**src/hdl/alm_pkg.sv**
```systemverilog
// Shared types, constants and helpers of the audio level meter.
// Depends on nothing; the front end, back end and top level import it.
`timescale 1ns / 1ps
`default_nettype none

package alm_pkg;

    localparam int ALM_MAX_CHANNELS = 8;
    localparam int ALM_QUEUE_DEPTH  = 4;
    localparam int ALM_ADDR_W       = 5;

    localparam logic [16:0] ALM_Q16_ONE = 17'h10000;

    // Register indexes, byte address 4 * index.
    localparam logic [2:0] ALM_REG_CHANNEL_COUNT  = 3'd0;
    localparam logic [2:0] ALM_REG_PEAK_FALL      = 3'd1;
    localparam logic [2:0] ALM_REG_HOLD_FALL      = 3'd2;
    localparam logic [2:0] ALM_REG_RMS_ALPHA      = 3'd3;
    localparam logic [2:0] ALM_REG_HOLD_SAMPLES   = 3'd4;
    localparam logic [2:0] ALM_REG_OVER_THRESHOLD = 3'd5;

    typedef struct packed {
        logic               func;
        logic signed [23:0] sample;
    } alm_in_t;

    typedef struct packed {
        logic [2:0]  channel;
        logic [23:0] peak_level;
        logic [23:0] hold_level;
        logic [46:0] ms_level;
        logic        over_flag;
    } alm_out_t;

    typedef struct packed {
        logic [3:0]  channel_count;
        logic [16:0] peak_fall;
        logic [16:0] hold_fall;
        logic [16:0] rms_alpha;
        logic [23:0] hold_samples;
        logic [23:0] over_threshold;
    } alm_cfg_t;

    typedef enum logic [2:0] {
        ALM_IDLE,
        ALM_SQ,
        ALM_PEAK,
        ALM_DLO,
        ALM_DHI,
        ALM_HOLD,
        ALM_WRITE
    } alm_state_t;

    function automatic logic [16:0] alm_sat_q16(input logic [16:0] v);
        return (v > ALM_Q16_ONE) ? ALM_Q16_ONE : v;
    endfunction

endpackage

`default_nettype wire

```
**src/hdl/alm_front.sv**
```systemverilog
// Front end of the audio level meter: accepts input words, assigns the channel,
// takes the sample magnitude and pushes a queue entry. Uses alm_pkg.
`timescale 1ns / 1ps
`default_nettype none

module alm_front
    import alm_pkg::*;
#(
    parameter int  MAX_CHANNELS = ALM_MAX_CHANNELS,
    localparam int CHAN_W       = (MAX_CHANNELS > 1) ? $clog2(MAX_CHANNELS) : 1,
    localparam int ENTRY_W      = CHAN_W + 25
)
(
    input  wire logic               clk,
    input  wire logic               rst_n,
    input  wire logic               in_valid,
    output logic                    in_stall,
    input  wire alm_in_t            in_data,
    input  wire logic [3:0]         channel_count,
    input  wire logic               full,
    output logic                    push,
    output logic [ENTRY_W-1:0]      push_data
);

    logic [CHAN_W-1:0] pos_reg;
    logic [CHAN_W-1:0] pos_next;
    logic [4:0]        count_raw;
    logic [4:0]        count_eff;
    logic [4:0]        pos_wide;
    logic [4:0]        inc_wide;
    logic [CHAN_W-1:0] chan;
    logic [23:0]       raw;
    logic [23:0]       mag;
    logic              accept;

    assign in_stall = full;
    assign accept   = in_valid && !full;

    always_comb
    begin
        count_raw = {1'b0, channel_count};
        if (count_raw == 5'd0)
        begin
            count_eff = 5'd1;
        end
        else if (count_raw > 5'(MAX_CHANNELS))
        begin
            count_eff = 5'(MAX_CHANNELS);
        end
        else
        begin
            count_eff = count_raw;
        end

        // A position left beyond a lowered channel count restarts at channel 0.
        pos_wide = 5'(pos_reg);
        if (pos_wide >= count_eff)
        begin
            pos_wide = 5'd0;
        end
        chan     = pos_wide[CHAN_W-1:0];
        inc_wide = pos_wide + 5'd1;

        pos_next = pos_reg;
        if (accept)
        begin
            if (in_data.func || (inc_wide >= count_eff))
            begin
                pos_next = '0;
            end
            else
            begin
                pos_next = inc_wide[CHAN_W-1:0];
            end
        end
    end

    always_comb
    begin
        raw = in_data.sample;
        mag = raw[23] ? (~raw + 24'd1) : raw;
    end

    assign push      = accept;
    assign push_data = {in_data.func, chan, mag};

    always_ff @(posedge clk or negedge rst_n)
    begin
        if (!rst_n)
        begin
            pos_reg <= '0;
        end
        else
        begin
            pos_reg <= pos_next;
        end
    end

endmodule

`default_nettype wire

```
**src/hdl/alm_queue.sv**
```systemverilog
// Short first-in first-out queue between the front and back ends of the meter.
// Register based; depends on nothing but its parameters.
`timescale 1ns / 1ps
`default_nettype none

module alm_queue
#(
    parameter int  WIDTH = 28,
    parameter int  DEPTH = 4,
    localparam int PTR_W = (DEPTH > 1) ? $clog2(DEPTH) : 1,
    localparam int CNT_W = $clog2(DEPTH + 1)
)
(
    input  wire logic             clk,
    input  wire logic             rst_n,
    input  wire logic             push,
    input  wire logic [WIDTH-1:0] push_data,
    input  wire logic             pop,
    output logic                  full,
    output logic                  empty,
    output logic [WIDTH-1:0]      head
);

    logic [WIDTH-1:0] slot_reg [DEPTH];
    logic [PTR_W-1:0] wr_ptr_reg;
    logic [PTR_W-1:0] wr_ptr_next;
    logic [PTR_W-1:0] rd_ptr_reg;
    logic [PTR_W-1:0] rd_ptr_next;
    logic [CNT_W-1:0] count_reg;
    logic [CNT_W-1:0] count_next;
    logic             do_push;
    logic             do_pop;

    assign full    = (count_reg == CNT_W'(DEPTH));
    assign empty   = (count_reg == '0);
    assign head    = slot_reg[rd_ptr_reg];
    assign do_push = push && !full;
    assign do_pop  = pop && !empty;

    always_comb
    begin
        wr_ptr_next = wr_ptr_reg;
        rd_ptr_next = rd_ptr_reg;
        count_next  = count_reg;
        if (do_push)
        begin
            wr_ptr_next = (wr_ptr_reg == PTR_W'(DEPTH - 1)) ? '0 : wr_ptr_reg + PTR_W'(1);
        end
        if (do_pop)
        begin
            rd_ptr_next = (rd_ptr_reg == PTR_W'(DEPTH - 1)) ? '0 : rd_ptr_reg + PTR_W'(1);
        end
        if (do_push && !do_pop)
        begin
            count_next = count_reg + CNT_W'(1);
        end
        else if (do_pop && !do_push)
        begin
            count_next = count_reg - CNT_W'(1);
        end
    end

    always_ff @(posedge clk or negedge rst_n)
    begin
        if (!rst_n)
        begin
            wr_ptr_reg <= '0;
            rd_ptr_reg <= '0;
            count_reg  <= '0;
        end
        else
        begin
            wr_ptr_reg <= wr_ptr_next;
            rd_ptr_reg <= rd_ptr_next;
            count_reg  <= count_next;
        end
    end

    always_ff @(posedge clk)
    begin
        if (do_push)
        begin
            slot_reg[wr_ptr_reg] <= push_data;
        end
    end

endmodule

`default_nettype wire

```
**src/hdl/alm_back.sv**
```systemverilog
// Back end of the audio level meter: per-channel state and a sequencer around
// one shared 24 x 24 multiplier, with the result output register. Uses alm_pkg.
`timescale 1ns / 1ps
`default_nettype none

module alm_back
    import alm_pkg::*;
#(
    parameter int  MAX_CHANNELS = ALM_MAX_CHANNELS,
    localparam int CHAN_W       = (MAX_CHANNELS > 1) ? $clog2(MAX_CHANNELS) : 1,
    localparam int ENTRY_W      = CHAN_W + 25
)
(
    input  wire logic               clk,
    input  wire logic               rst_n,
    input  wire alm_cfg_t           cfg,
    input  wire logic               empty,
    input  wire logic [ENTRY_W-1:0] head,
    output logic                    pop,
    output logic                    out_valid,
    input  wire logic               out_stall,
    output alm_out_t                out_data
);

    alm_state_t state_reg;
    alm_state_t state_next;

    logic [23:0] peak_store_reg [MAX_CHANNELS];
    logic [23:0] hold_store_reg [MAX_CHANNELS];
    logic [23:0] hold_count_reg [MAX_CHANNELS];
    logic [46:0] ms_store_reg   [MAX_CHANNELS];
    logic        over_store_reg [MAX_CHANNELS];

    logic              head_func;
    logic [CHAN_W-1:0] head_chan;
    logic [23:0]       head_mag;

    logic [CHAN_W-1:0] chan_reg;
    logic [23:0]       mag_reg;
    logic [47:0]       prod_reg;
    logic [46:0]       diff_reg;
    logic              neg_reg;
    logic [23:0]       peak_new_reg;
    logic [24:0]       lo_reg;
    logic [46:0]       step_reg;
    logic              out_valid_reg;
    alm_out_t          out_data_reg;

    logic [23:0]       mul_a;
    logic [23:0]       mul_b;
    logic [47:0]       mul_p;
    logic              write_en;
    logic              out_free;
    logic [16:0]       peak_mult;
    logic [16:0]       hold_mult;
    logic [16:0]       alpha;

    logic [46:0]       sq;
    logic [46:0]       ms_old;
    logic [23:0]       peak_dec;
    logic [23:0]       hold_old;
    logic [23:0]       cnt_old;
    logic [23:0]       hold_new;
    logic [23:0]       cnt_new;
    logic [46:0]       ms_new;
    logic              over_new;
    logic [CHAN_W+2:0] chan_ext;

    assign {head_func, head_chan, head_mag} = head;

    assign peak_mult = alm_sat_q16(cfg.peak_fall);
    assign hold_mult = alm_sat_q16(cfg.hold_fall);
    assign alpha     = alm_sat_q16(cfg.rms_alpha);
    assign out_free  = !out_valid_reg || !out_stall;
    assign mul_p     = 48'(mul_a) * 48'(mul_b);

    // Sequencer outputs: multiplier operands, queue pop and state write-back.
    always_comb
    begin
        pop      = 1'b0;
        write_en = 1'b0;
        mul_a    = '0;
        mul_b    = '0;
        unique case (state_reg)
            ALM_IDLE:
            begin
                pop = !empty;
            end
            ALM_SQ:
            begin
                mul_a = mag_reg;
                mul_b = mag_reg;
            end
            ALM_PEAK:
            begin
                mul_a = peak_store_reg[chan_reg];
                mul_b = {7'd0, peak_mult};
            end
            ALM_DLO:
            begin
                mul_a = diff_reg[23:0];
                mul_b = {7'd0, alpha};
            end
            ALM_DHI:
            begin
                mul_a = {1'b0, diff_reg[46:24]};
                mul_b = {7'd0, alpha};
            end
            ALM_HOLD:
            begin
                mul_a = hold_store_reg[chan_reg];
                mul_b = {7'd0, hold_mult};
            end
            ALM_WRITE:
            begin
                write_en = out_free;
                pop      = out_free && !empty;
            end
            default:
            begin
            end
        endcase
    end

    always_comb
    begin
        state_next = state_reg;
        unique case (state_reg)
            ALM_IDLE:
            begin
                if (!empty && !head_func)
                begin
                    state_next = ALM_SQ;
                end
            end
            ALM_SQ:    state_next = ALM_PEAK;
            ALM_PEAK:  state_next = ALM_DLO;
            ALM_DLO:   state_next = ALM_DHI;
            ALM_DHI:   state_next = ALM_HOLD;
            ALM_HOLD:  state_next = ALM_WRITE;
            ALM_WRITE:
            begin
                if (out_free)
                begin
                    state_next = (!empty && !head_func) ? ALM_SQ : ALM_IDLE;
                end
            end
            default:   state_next = ALM_IDLE;
        endcase
    end

    always_comb
    begin
        sq       = prod_reg[46:0];
        ms_old   = ms_store_reg[chan_reg];
        peak_dec = prod_reg[39:16];
        hold_old = hold_store_reg[chan_reg];
        cnt_old  = hold_count_reg[chan_reg];

        // In write-back the product register holds the decayed hold level.
        if (peak_new_reg >= hold_old)
        begin
            hold_new = peak_new_reg;
            cnt_new  = '0;
        end
        else if (cnt_old < cfg.hold_samples)
        begin
            hold_new = hold_old;
            cnt_new  = cnt_old + 24'd1;
        end
        else
        begin
            hold_new = prod_reg[39:16];
            cnt_new  = cnt_old;
        end

        ms_new   = neg_reg ? (ms_old - step_reg) : (ms_old + step_reg);
        over_new = over_store_reg[chan_reg] || (mag_reg >= cfg.over_threshold);
        chan_ext = {3'b000, chan_reg};
    end

    always_ff @(posedge clk or negedge rst_n)
    begin
        if (!rst_n)
        begin
            state_reg     <= ALM_IDLE;
            out_valid_reg <= 1'b0;
        end
        else
        begin
            state_reg <= state_next;
            if (write_en)
            begin
                out_valid_reg <= 1'b1;
            end
            else if (!out_stall)
            begin
                out_valid_reg <= 1'b0;
            end
        end
    end

    // The averaging step is split into the low 24 bits and high 23 bits of the difference:
    // step = (high * alpha) << 8 plus (low * alpha) >> 16, which is exact.
    always_ff @(posedge clk)
    begin
        if ((state_reg != ALM_IDLE) && (state_reg != ALM_WRITE))
        begin
            prod_reg <= mul_p;
        end
        if (pop)
        begin
            chan_reg <= head_chan;
            mag_reg  <= head_mag;
        end
        if (state_reg == ALM_PEAK)
        begin
            neg_reg  <= (sq < ms_old);
            diff_reg <= (sq >= ms_old) ? (sq - ms_old) : (ms_old - sq);
        end
        if (state_reg == ALM_DLO)
        begin
            peak_new_reg <= (mag_reg > peak_dec) ? mag_reg : peak_dec;
        end
        if (state_reg == ALM_DHI)
        begin
            lo_reg <= prod_reg[40:16];
        end
        if (state_reg == ALM_HOLD)
        begin
            step_reg <= {prod_reg[38:0], 8'd0} + {22'd0, lo_reg};
        end
        if (write_en)
        begin
            out_data_reg.channel    <= chan_ext[2:0];
            out_data_reg.peak_level <= peak_new_reg;
            out_data_reg.hold_level <= hold_new;
            out_data_reg.ms_level   <= ms_new;
            out_data_reg.over_flag  <= over_new;
        end
    end

    // A clear word popped in the write-back cycle comes after that sample,
    // so it takes priority over the write.
    always_ff @(posedge clk or negedge rst_n)
    begin
        if (!rst_n)
        begin
            for (int i = 0; i < MAX_CHANNELS; i++)
            begin
                peak_store_reg[i] <= '0;
                hold_store_reg[i] <= '0;
                hold_count_reg[i] <= '0;
                ms_store_reg[i]   <= '0;
                over_store_reg[i] <= 1'b0;
            end
        end
        else
        begin
            priority if (pop && head_func)
            begin
                for (int i = 0; i < MAX_CHANNELS; i++)
                begin
                    peak_store_reg[i] <= '0;
                    hold_store_reg[i] <= '0;
                    hold_count_reg[i] <= '0;
                    ms_store_reg[i]   <= '0;
                    over_store_reg[i] <= 1'b0;
                end
            end
            else if (write_en)
            begin
                peak_store_reg[chan_reg] <= peak_new_reg;
                hold_store_reg[chan_reg] <= hold_new;
                hold_count_reg[chan_reg] <= cnt_new;
                ms_store_reg[chan_reg]   <= ms_new;
                over_store_reg[chan_reg] <= over_new;
            end
        end
    end

    assign out_valid = out_valid_reg;
    assign out_data  = out_data_reg;

endmodule

`default_nettype wire

```
**src/hdl/audio_level_meter_top.sv**
```systemverilog
// Top level of the audio level meter: configuration registers on the APB port,
// front end, queue and back end. Uses alm_pkg, alm_front, alm_queue, alm_back.
//
//   Channel   Direction  Handshake                 Word
//   in        input      in_valid / in_stall       alm_in_t  (func, sample)
//   out       output     out_valid / out_stall     alm_out_t (channel, levels, flag)
//   config    input      psel/penable/pwrite/pready 6 registers at 4 * index
//
// A sample word holds the back end through SQ, PEAK, DLO, DHI, HOLD and WRITE:
// the one shared 24 x 24 multiplier forms five products per sample, then write-back.
// A clear word is popped in idle or write-back, starts no sequence and zeroes all channel state.
// The front takes one word per cycle while the queue has room.
// Reset zeroes all channel state at once; no clearing pass follows.
// A stalled result holds the back end in write-back; the queue then fills.
`timescale 1ns / 1ps
`default_nettype none

module audio_level_meter_top
    import alm_pkg::*;
#(
    parameter int  MAX_CHANNELS = ALM_MAX_CHANNELS,
    parameter int  QUEUE_DEPTH  = ALM_QUEUE_DEPTH,
    localparam int CHAN_W       = (MAX_CHANNELS > 1) ? $clog2(MAX_CHANNELS) : 1,
    localparam int ENTRY_W      = CHAN_W + 25
)
(
    input  wire logic                  clk,
    input  wire logic                  rst_n,
    input  wire logic                  in_valid,
    output logic                       in_stall,
    input  wire alm_in_t               in_data,
    output logic                       out_valid,
    input  wire logic                  out_stall,
    output alm_out_t                   out_data,
    input  wire logic                  psel,
    input  wire logic                  penable,
    input  wire logic                  pwrite,
    input  wire logic [ALM_ADDR_W-1:0] paddr,
    input  wire logic [31:0]           pwdata,
    output logic [31:0]                prdata,
    output logic                       pready
);

    alm_cfg_t           cfg_reg;
    logic [2:0]         reg_idx;
    logic               cfg_write;
    logic               push;
    logic [ENTRY_W-1:0] push_data;
    logic               pop;
    logic               full;
    logic               empty;
    logic [ENTRY_W-1:0] head;

    assign pready    = 1'b1;
    assign reg_idx   = paddr[ALM_ADDR_W-1:2];
    assign cfg_write = psel && penable && pwrite && pready;

    always_ff @(posedge clk or negedge rst_n)
    begin
        if (!rst_n)
        begin
            cfg_reg.channel_count  <= 4'd2;
            cfg_reg.peak_fall      <= ALM_Q16_ONE;
            cfg_reg.hold_fall      <= ALM_Q16_ONE;
            cfg_reg.rms_alpha      <= ALM_Q16_ONE;
            cfg_reg.hold_samples   <= 24'd0;
            cfg_reg.over_threshold <= 24'h800000;
        end
        else if (cfg_write)
        begin
            unique case (reg_idx)
                ALM_REG_CHANNEL_COUNT:  cfg_reg.channel_count  <= pwdata[3:0];
                ALM_REG_PEAK_FALL:      cfg_reg.peak_fall      <= pwdata[16:0];
                ALM_REG_HOLD_FALL:      cfg_reg.hold_fall      <= pwdata[16:0];
                ALM_REG_RMS_ALPHA:      cfg_reg.rms_alpha      <= pwdata[16:0];
                ALM_REG_HOLD_SAMPLES:   cfg_reg.hold_samples   <= pwdata[23:0];
                ALM_REG_OVER_THRESHOLD: cfg_reg.over_threshold <= pwdata[23:0];
                default:
                begin
                end
            endcase
        end
    end

    always_comb
    begin
        unique case (reg_idx)
            ALM_REG_CHANNEL_COUNT:  prdata = {28'd0, cfg_reg.channel_count};
            ALM_REG_PEAK_FALL:      prdata = {15'd0, cfg_reg.peak_fall};
            ALM_REG_HOLD_FALL:      prdata = {15'd0, cfg_reg.hold_fall};
            ALM_REG_RMS_ALPHA:      prdata = {15'd0, cfg_reg.rms_alpha};
            ALM_REG_HOLD_SAMPLES:   prdata = {8'd0, cfg_reg.hold_samples};
            ALM_REG_OVER_THRESHOLD: prdata = {8'd0, cfg_reg.over_threshold};
            default:                prdata = 32'd0;
        endcase
    end

    alm_front #(
        .MAX_CHANNELS (MAX_CHANNELS)
    ) u_front (
        .clk           (clk),
        .rst_n         (rst_n),
        .in_valid      (in_valid),
        .in_stall      (in_stall),
        .in_data       (in_data),
        .channel_count (cfg_reg.channel_count),
        .full          (full),
        .push          (push),
        .push_data     (push_data)
    );

    alm_queue #(
        .WIDTH (ENTRY_W),
        .DEPTH (QUEUE_DEPTH)
    ) u_queue (
        .clk       (clk),
        .rst_n     (rst_n),
        .push      (push),
        .push_data (push_data),
        .pop       (pop),
        .full      (full),
        .empty     (empty),
        .head      (head)
    );

    alm_back #(
        .MAX_CHANNELS (MAX_CHANNELS)
    ) u_back (
        .clk       (clk),
        .rst_n     (rst_n),
        .cfg       (cfg_reg),
        .empty     (empty),
        .head      (head),
        .pop       (pop),
        .out_valid (out_valid),
        .out_stall (out_stall),
        .out_data  (out_data)
    );

endmodule

`default_nettype wire
```
**config.mk**
```make
export PLATFORM = sky130hd
export DESIGN_NAME = audio_level_meter_top
export DESIGN_NICKNAME = d
export VERILOG_FILES = /design/src/hdl/alm_pkg.sv /design/src/hdl/alm_front.sv /design/src/hdl/alm_queue.sv /design/src/hdl/alm_back.sv /design/src/hdl/audio_level_meter_top.sv
export SDC_FILE = /design/constraint.sdc
export NUM_CORES = 2
export LEC_CHECK = 0
export BUFFER_PORTS_ARGS = -buffer_cell sky130_fd_sc_hd__buf_2
export CORE_MARGIN = 8
export CORE_UTILIZATION = 58
export DETAILED_ROUTE_END_ITERATION = 8
export GPL_ROUTABILITY_DRIVEN = 0
export PLACE_DENSITY = 0.78
export RECOVER_POWER = 100
export SYNTH_ARGS = -nofsm -noshare
export SYNTH_HDL_FRONTEND = slang
export SYNTH_SLANG_ARGS = --single-unit
```
**constraint.sdc**
```tcl
create_clock -name clk -period 9.1 [get_ports clk]
set_input_delay 0.455 -clock clk [delete_from_list [all_inputs] [get_ports clk]]
set_output_delay 0.455 -clock clk [all_outputs]
set_load 0.005 [all_outputs]
```
; ---- Word level (Yosys, flattened, before mapping)
; Memory sizes are Yosys's and may differ from the RTL's.
; Cells that the tools add are included.
[classes]
add_sub_neg = 12
multipliers = 1
n_lt_le_gt_ge = 14
n_eq_ne = 18
muxes = 68
bitwise = 2
reduce_logical = 37
[op_table]
columns = cell, n
row1 = $mux W192, 6
row2 = $mux W376, 2
row3 = $bwmux W192, 3
row4 = $bwmux W376, 1
row5 = $mux W24, 13
row6 = $mux W47, 5
row7 = $bmux W24 S3, 3
row8 = $pmux W24 S6, 1
row9 = $bmux W47 S3, 1
row10 = $demux W47 S3, 1
row11 = $sub A47 B47 Y47, 3
row12 = $pmux W24 S5, 1
row13 = $pmux W24 S4, 1
row14 = $demux W24 S3, 1
row15 = $gt A17 B17 Y1 const B, 3
row16 = $mux W17, 3
row17 = $add A24 B1 Y24 const B, 2
row18 = $ge A24 B24 Y1, 2
row19 = $add A47 B25 Y47, 1
row20 = $add A47 B47 Y47, 1
row21 = $ge A47 B47 Y1, 1
row22 = $lt A47 B47 Y1, 1
row23 = $mul A24 B24 Y47, 1
row24 = $gt A24 B24 Y1, 1
row25 = 37 further kinds, 94
[totals]
register_bits = 1394
mem_bits_rw = 112
inputBits = 69
output_inout_bits = 134
memories = 1
[memory_table]
columns = memory, words, width, rd, rd_clocked_by_memory_dff, write_ports, line_no
row1 = u_queue.slot_reg, 4, 28, 1, 0, 1, alm_queue.sv:24  ; logic [WIDTH-1:0] slot_reg [DEPTH];

; ---- Depth between registers and ports, before layout
[depth]
ltp_word = 10
ltp_mapped = 40
ltp_nobuf = 33

; ---- Modules after synthesis
; A second synthesis with hierarchy kept.
[unflattened]
hier_cells = 8512
hier_area_um2 = 92271.0
[by_module_without_submodules]
columns = mod, instances, cells_each, area_each_um2, seq_area_each_um2
row1 = alm_back, 1, 7870, 81958.6, 33642.3
row2 = audio_level_meter_top, 1, 350, 4913.5, 2583.7
row3 = alm_queue, 1, 183, 4469.3, 3538.4
row4 = alm_front, 1, 109, 929.6, 75.1

; ---- Worst setup path before layout
; Ideal clock, no wire load.
[synth_timing]
kind = register to register
start = register u_back.state_reg[0]
end = register u_back.prod_reg[43] (data pin)
t_arrival_ns = 9.304
slack_ns = -0.466
stages_incl_launch_ff = 35
path_cell_list = dfrtp_1 clkbuf_1 nand2b_1 clkbuf_1 nor2_1 clkbuf_1 nor2_1 a21oi_1 clkbuf_1 a221o_1 clkbuf_1 nand2_1 fa_1 inv_1 fa_1 inv_1 fa_1 fa_1 fa_1 inv_1 fa_1 inv_1 fa_1 inv_1 ha_1 inv_1 o21bai_1 a21o_1 a221oi_1 o31ai_1 a311oi_1 o21a_1 o21ai_0 a211oi_1 xnor2_1
[synth_via]
elab_chain_cells = 4
[synth_lines]
columns = element, line_no
row1 = "start, declared", alm_back.sv:25  ; alm_state_t state_reg;
row2 = "start signal, assigned", alm_back.sv:191  ; state_reg <= state_next;
row3 = $eq A3 B3 Y1 / $eq A3 B2 Y1 (equally long branches), alm_back.sv:84  ; unique case (state_reg)
row4 = $reduce_or A2 Y1 (no line), n/a
row5 = $pmux W24 S4, alm_back.sv:84
row6 = $mul A24 B24 Y47 (*), alm_back.sv:75  ; assign mul_p = 48'(mul_a) * 48'(mul_b);
row7 = net u_back.mul_p[43], alm_back.sv:51  ; logic [47:0] mul_p;
row8 = "end signal, assigned", alm_back.sv:209  ; prod_reg <= mul_p;
row9 = "end, declared", alm_back.sv:40  ; logic [47:0] prod_reg;
; The timed path passes the listed nets; every way through them passes the cells marked *.
; A chain may end at the register's enable or synchronous reset.

; ---- Worst setup path after layout
[layout_timing]
start = register u_back.chan_reg[2]
end = register u_back.prod_reg[40] (data pin)
[layout_via]
elab_chain_cells = 6
[layout_lines]
columns = element, line_no
row1 = "start, declared", alm_back.sv:38  ; logic [CHAN_W-1:0] chan_reg;
row2 = "start signal, assigned", alm_back.sv:213  ; chan_reg <= head_chan;
row3 = $not A3 Y4 (not written as such) (*), "alm_back.sv:96, alm_back.sv:111"
row4 = $bmux W24 S3 (on tied branches), "alm_back.sv:111, alm_back.sv:96"
row5 = $mux W24 (on tied branches) (2 in a row), "alm_back.sv:111, alm_back.sv:96"
row6 = $pmux W24 S5 (*), alm_back.sv:84
row7 = $mul A24 B24 Y47 (*), alm_back.sv:75
row8 = net u_back.mul_p[40], alm_back.sv:51
; The timed path passes the listed nets; every way through them passes the cells marked *. The select of a mux whose other input is x is not followed.

==> results.md <==
- Status: finished with violations
- Failing checks: DRC, capacitance limit, slew limit
- Req. time, crit path: 9.65 ns
- R2R depth: 35
- Final core occ: 65.2%
- Initial antenna violation count: 15
- VDD IR max: 404 uV
- Drt drc: 1
- Core area: 158,000 um^2
- Clock latency on the worst-skew pair: 0.84 ns
- Site row count: 146
- Initial DRT Pass Iterations: 9
- Post-synthesis sequential area ratio: 43.5%
- Final Cycle Share: 98.7%
- Grt ovf: 0
- WL final: 315,000 um
- CP max-delay cell: fa_1
- Top Ports: 203
- Clock slew at reported path FFs: 0.06 ns
- Synth area leaders: dfrtp_1, edfxtp_1, fa_1
- WHS Path Cells: 2
- Root Driver: clkbuf_16
- Per-cell routed wire length: 28.3 um
- Largest net degree at the start of global routing: 199
- Tot GR Track Use: 36.2%
- MaxCap Viol Count: 3
- Mean Syn Cell Area: 10.6 um^2
- Synth cell types: 92
- Vias/cell: 6.83
- Post-route ant nets: 0
- Post-synth top flop: dfrtp_1
- Syn Std Cell Area: 91,600 um^2
- PortBufs: 183
- Iter 0 DRT Violations: 11,100
- Data arrival, critical path: 9.53 ns
- Synth Register Bits: 1,506
- Die W: 413 um
- Crit Path Max Fanout: 15
- Max incr delay on CP: 0.59 ns
- Synth top area share: 29.3%
- Initial Util: 58.1%
- Nets@finish: 9,908
- Max Slew Vio Count: 197
- Vias: 76,100
- CTS Buf Count: 154
- Post-layout min period: 8.98 ns
- Global-route wire length before repair: 471,000 um
- Power per Cell Area: 427 nW/um^2
- Clock Skew: 0.0573 ns
- DIE AREA: 171,000 um^2
- Crit path kind: reg -> reg
- Asr flop ratio synth: 71.5%
- Crit-path most repeated cell: fa_1
- CP Capture Type: register
- Endpoints failing setup: 0
- Slew @ Worst Pin: 5.67 ns
- Post-synth EDFFs: 429
- Clock tree from TritonCTS: done
- Total Power: 43.9 mW
- Worst setup SP type: register
- H-Tree Depth: 4
- Synthesis Warnings: 0
- CTS max path bufs: 3
- Vias in the first global route: 76,600
- Die Y: 413 um
- Slew HR: -278%
- Final Hold Viols: 0
- HPWL after DPL: 216,000 um
- Synth area leader: dfrtp_1
- Hold Path Class: in -> reg
- Layout cells sized above 1: 12.6%
- Peak Freq: 111 MHz
- Largest register FFs: 376
- P_leak: 46.7 nW
- Clk sinks: 1,506
- Area Overhead vs Synth: 12.2%
- Cells after Synth: 8,673
- Hold slack: 0.0448 ns
[kinds of logic (layout without fill, tap and decap cells)]
group / Yosys count / in the layout / share of synthesized area [%]
muxes: 235 / 235 / 3.31
DFF: 1506 / 1506 / 43.5
adders and majority gates: 923 / 923 / 16.6
and+or+nand+nor: 1902 / 1902 / 9.39
other: 2 / 25 / 0.00820
xor gates and xnor gates: 259 / 259 / 2.54
AOI/OAI and AO/OA: 2417 / 2417 / 18.6
buffers and inverters: 1429 / 1796 / 6.05
[stage by stage]
stage | std cells | TNS [ns] | instance area [um^2] | setup slack (ns)
floorplan | 8680 | 0 | 91700 | 0.0913
global placement | 10800 | -0.711 | 96500 | -0.201
detailed placement | 10800 | -1.71 | 96500 | -0.310
CTS | 11100 | 0 | 102000 | 0.00288
global route | 11100 | -0.340 | 103000 | -0.0921
finish | 11100 | 0 | 103000 | 0.122
[layer usage]
metal,wire length [um],global-route usage [%],share of wire [%]
met5,29,0,0.0092
met4,26300,25.1,8.4
met3,44500,12.8,14
met2,135000,53.4,43
met1,109000,44.5,35
[power breakdown]
part | switching (mW) | internal, mW
clock | 2.84 | 3.71
combinational | 17.2 | 9.18
sequential | 1.48 | 9.42
total | 21.6 | 22.3
[critical path, delay by kind of cell (launching register included)]
| kind | cells | cell delay [ns] |
|---|---|---|
| adder cells (fa/ha/maj) | 8 | 3.84 |
| flip-flops | 1 | 0.48 |
| XOR/XNOR | 1 | 0.15 |
| buffers and inverters | 9 | 1.18 |
| AND/OR/NAND/NOR | 12 | 2.00 |
| AO/OA/AOI/OAI | 5 | 1.05 |
[layout by cell type, fill, tap and decap left out, types with 52 or more instances in the layout]
| cell type | netlist | layout |
|---|---|---|
| fa_1 | 486 | 486 |
| nand2b_1 | 55 | 52 |
| nand3_1 | 61 | 61 |
| nor2_1 | 461 | 439 |
| ha_1 | 437 | 437 |
| buf_4 | 20 | 332 |
| buf_2 | 68 | 180 |
| and4_1 | 75 | 58 |
| xor2_1 | 56 | 56 |
| inv_1 | 880 | 877 |
| nor3_1 | 72 | 55 |
| mux2i_1 | 87 | 87 |
| dfrtp_1 | 1072 | 1070 |
| clkbuf_16 | 0 | 156 |
| o21ai_0 | 519 | 516 |
| a21o_1 | 139 | 138 |
| nand2_1 | 902 | 899 |
| xnor2_1 | 198 | 198 |
| clkbuf_1 | 407 | 60 |
| a22oi_1 | 408 | 404 |
| edfxtp_1 | 429 | 429 |
| mux2_2 | 104 | 103 |
| nand4_1 | 55 | 55 |
| a22o_1 | 665 | 665 |
| a21oi_1 | 315 | 301 |
[synthesized netlist by cell type, drive strengths merged, types with 9 or more instances]
library cell / instances
nand3b: 15
xor2: 57
o31ai: 24
dfrtp: 1072
nor3: 74
o21bai: 34
mux2: 104
or3: 33
nor2b: 41
edfxtp: 429
and2: 48
a21oi: 315
mux4: 44
and4: 75
nor2: 461
ha: 437
nand3: 61
nor4: 26
fa: 486
or4: 12
o21ai: 531
mux2i: 87
a21o: 139
a221oi: 28
and3: 25
nand2: 903
o211ai: 17
nand4: 55
buf: 141
nand2b: 55
a22oi: 408
a211oi: 35
o22ai: 22
inv: 880
xnor2: 202
a41oi: 22
clkbuf: 407
o21a: 34
o221ai: 9
a22o: 665
a31oi: 39
a221o: 30
[timing repair]
action | in CTS | in global routing
hold buffers | 31 | 0
setup buffers | 0 | 27
gates cloned | 0 | 0
setup endpoints to repair | 11 | 13
resized for setup | 10 | 142
pin swaps | 0 | 24
endpoints found under the hold margin | 199 | 0
[worst paths after layout]
kind | start | end | slack [ns]
hold reg to reg | u_back.lo_reg[0] | u_back.step_reg[0] | 0.42
setup reg to reg | u_back.chan_reg[2] | u_back.prod_reg[40] | 0.12
setup / recovery | u_back.chan_reg[2] | u_back.prod_reg[40] | 0.12
hold / removal | in_data[3] | u_queue.slot_reg[2][3] | 0.04
min in group asynchronous | rst_n | u_back.ms_store_reg[291] | 2.21
max in group asynchronous | rst_n | u_back.hold_count_reg[10] | 2.93
[layout make-up]
cell class	instances	area (um^2)
fillers	11600	54800
multi-input cells	5745	47000
flip-flops and latches	1506	39800
repair buffers	628	4830
clock buffers	220	4410
inverters	881	3310
well taps	2072	2590
clock inverters	67	807
diodes	16	40.0
(Power assumes the default switching activity.)
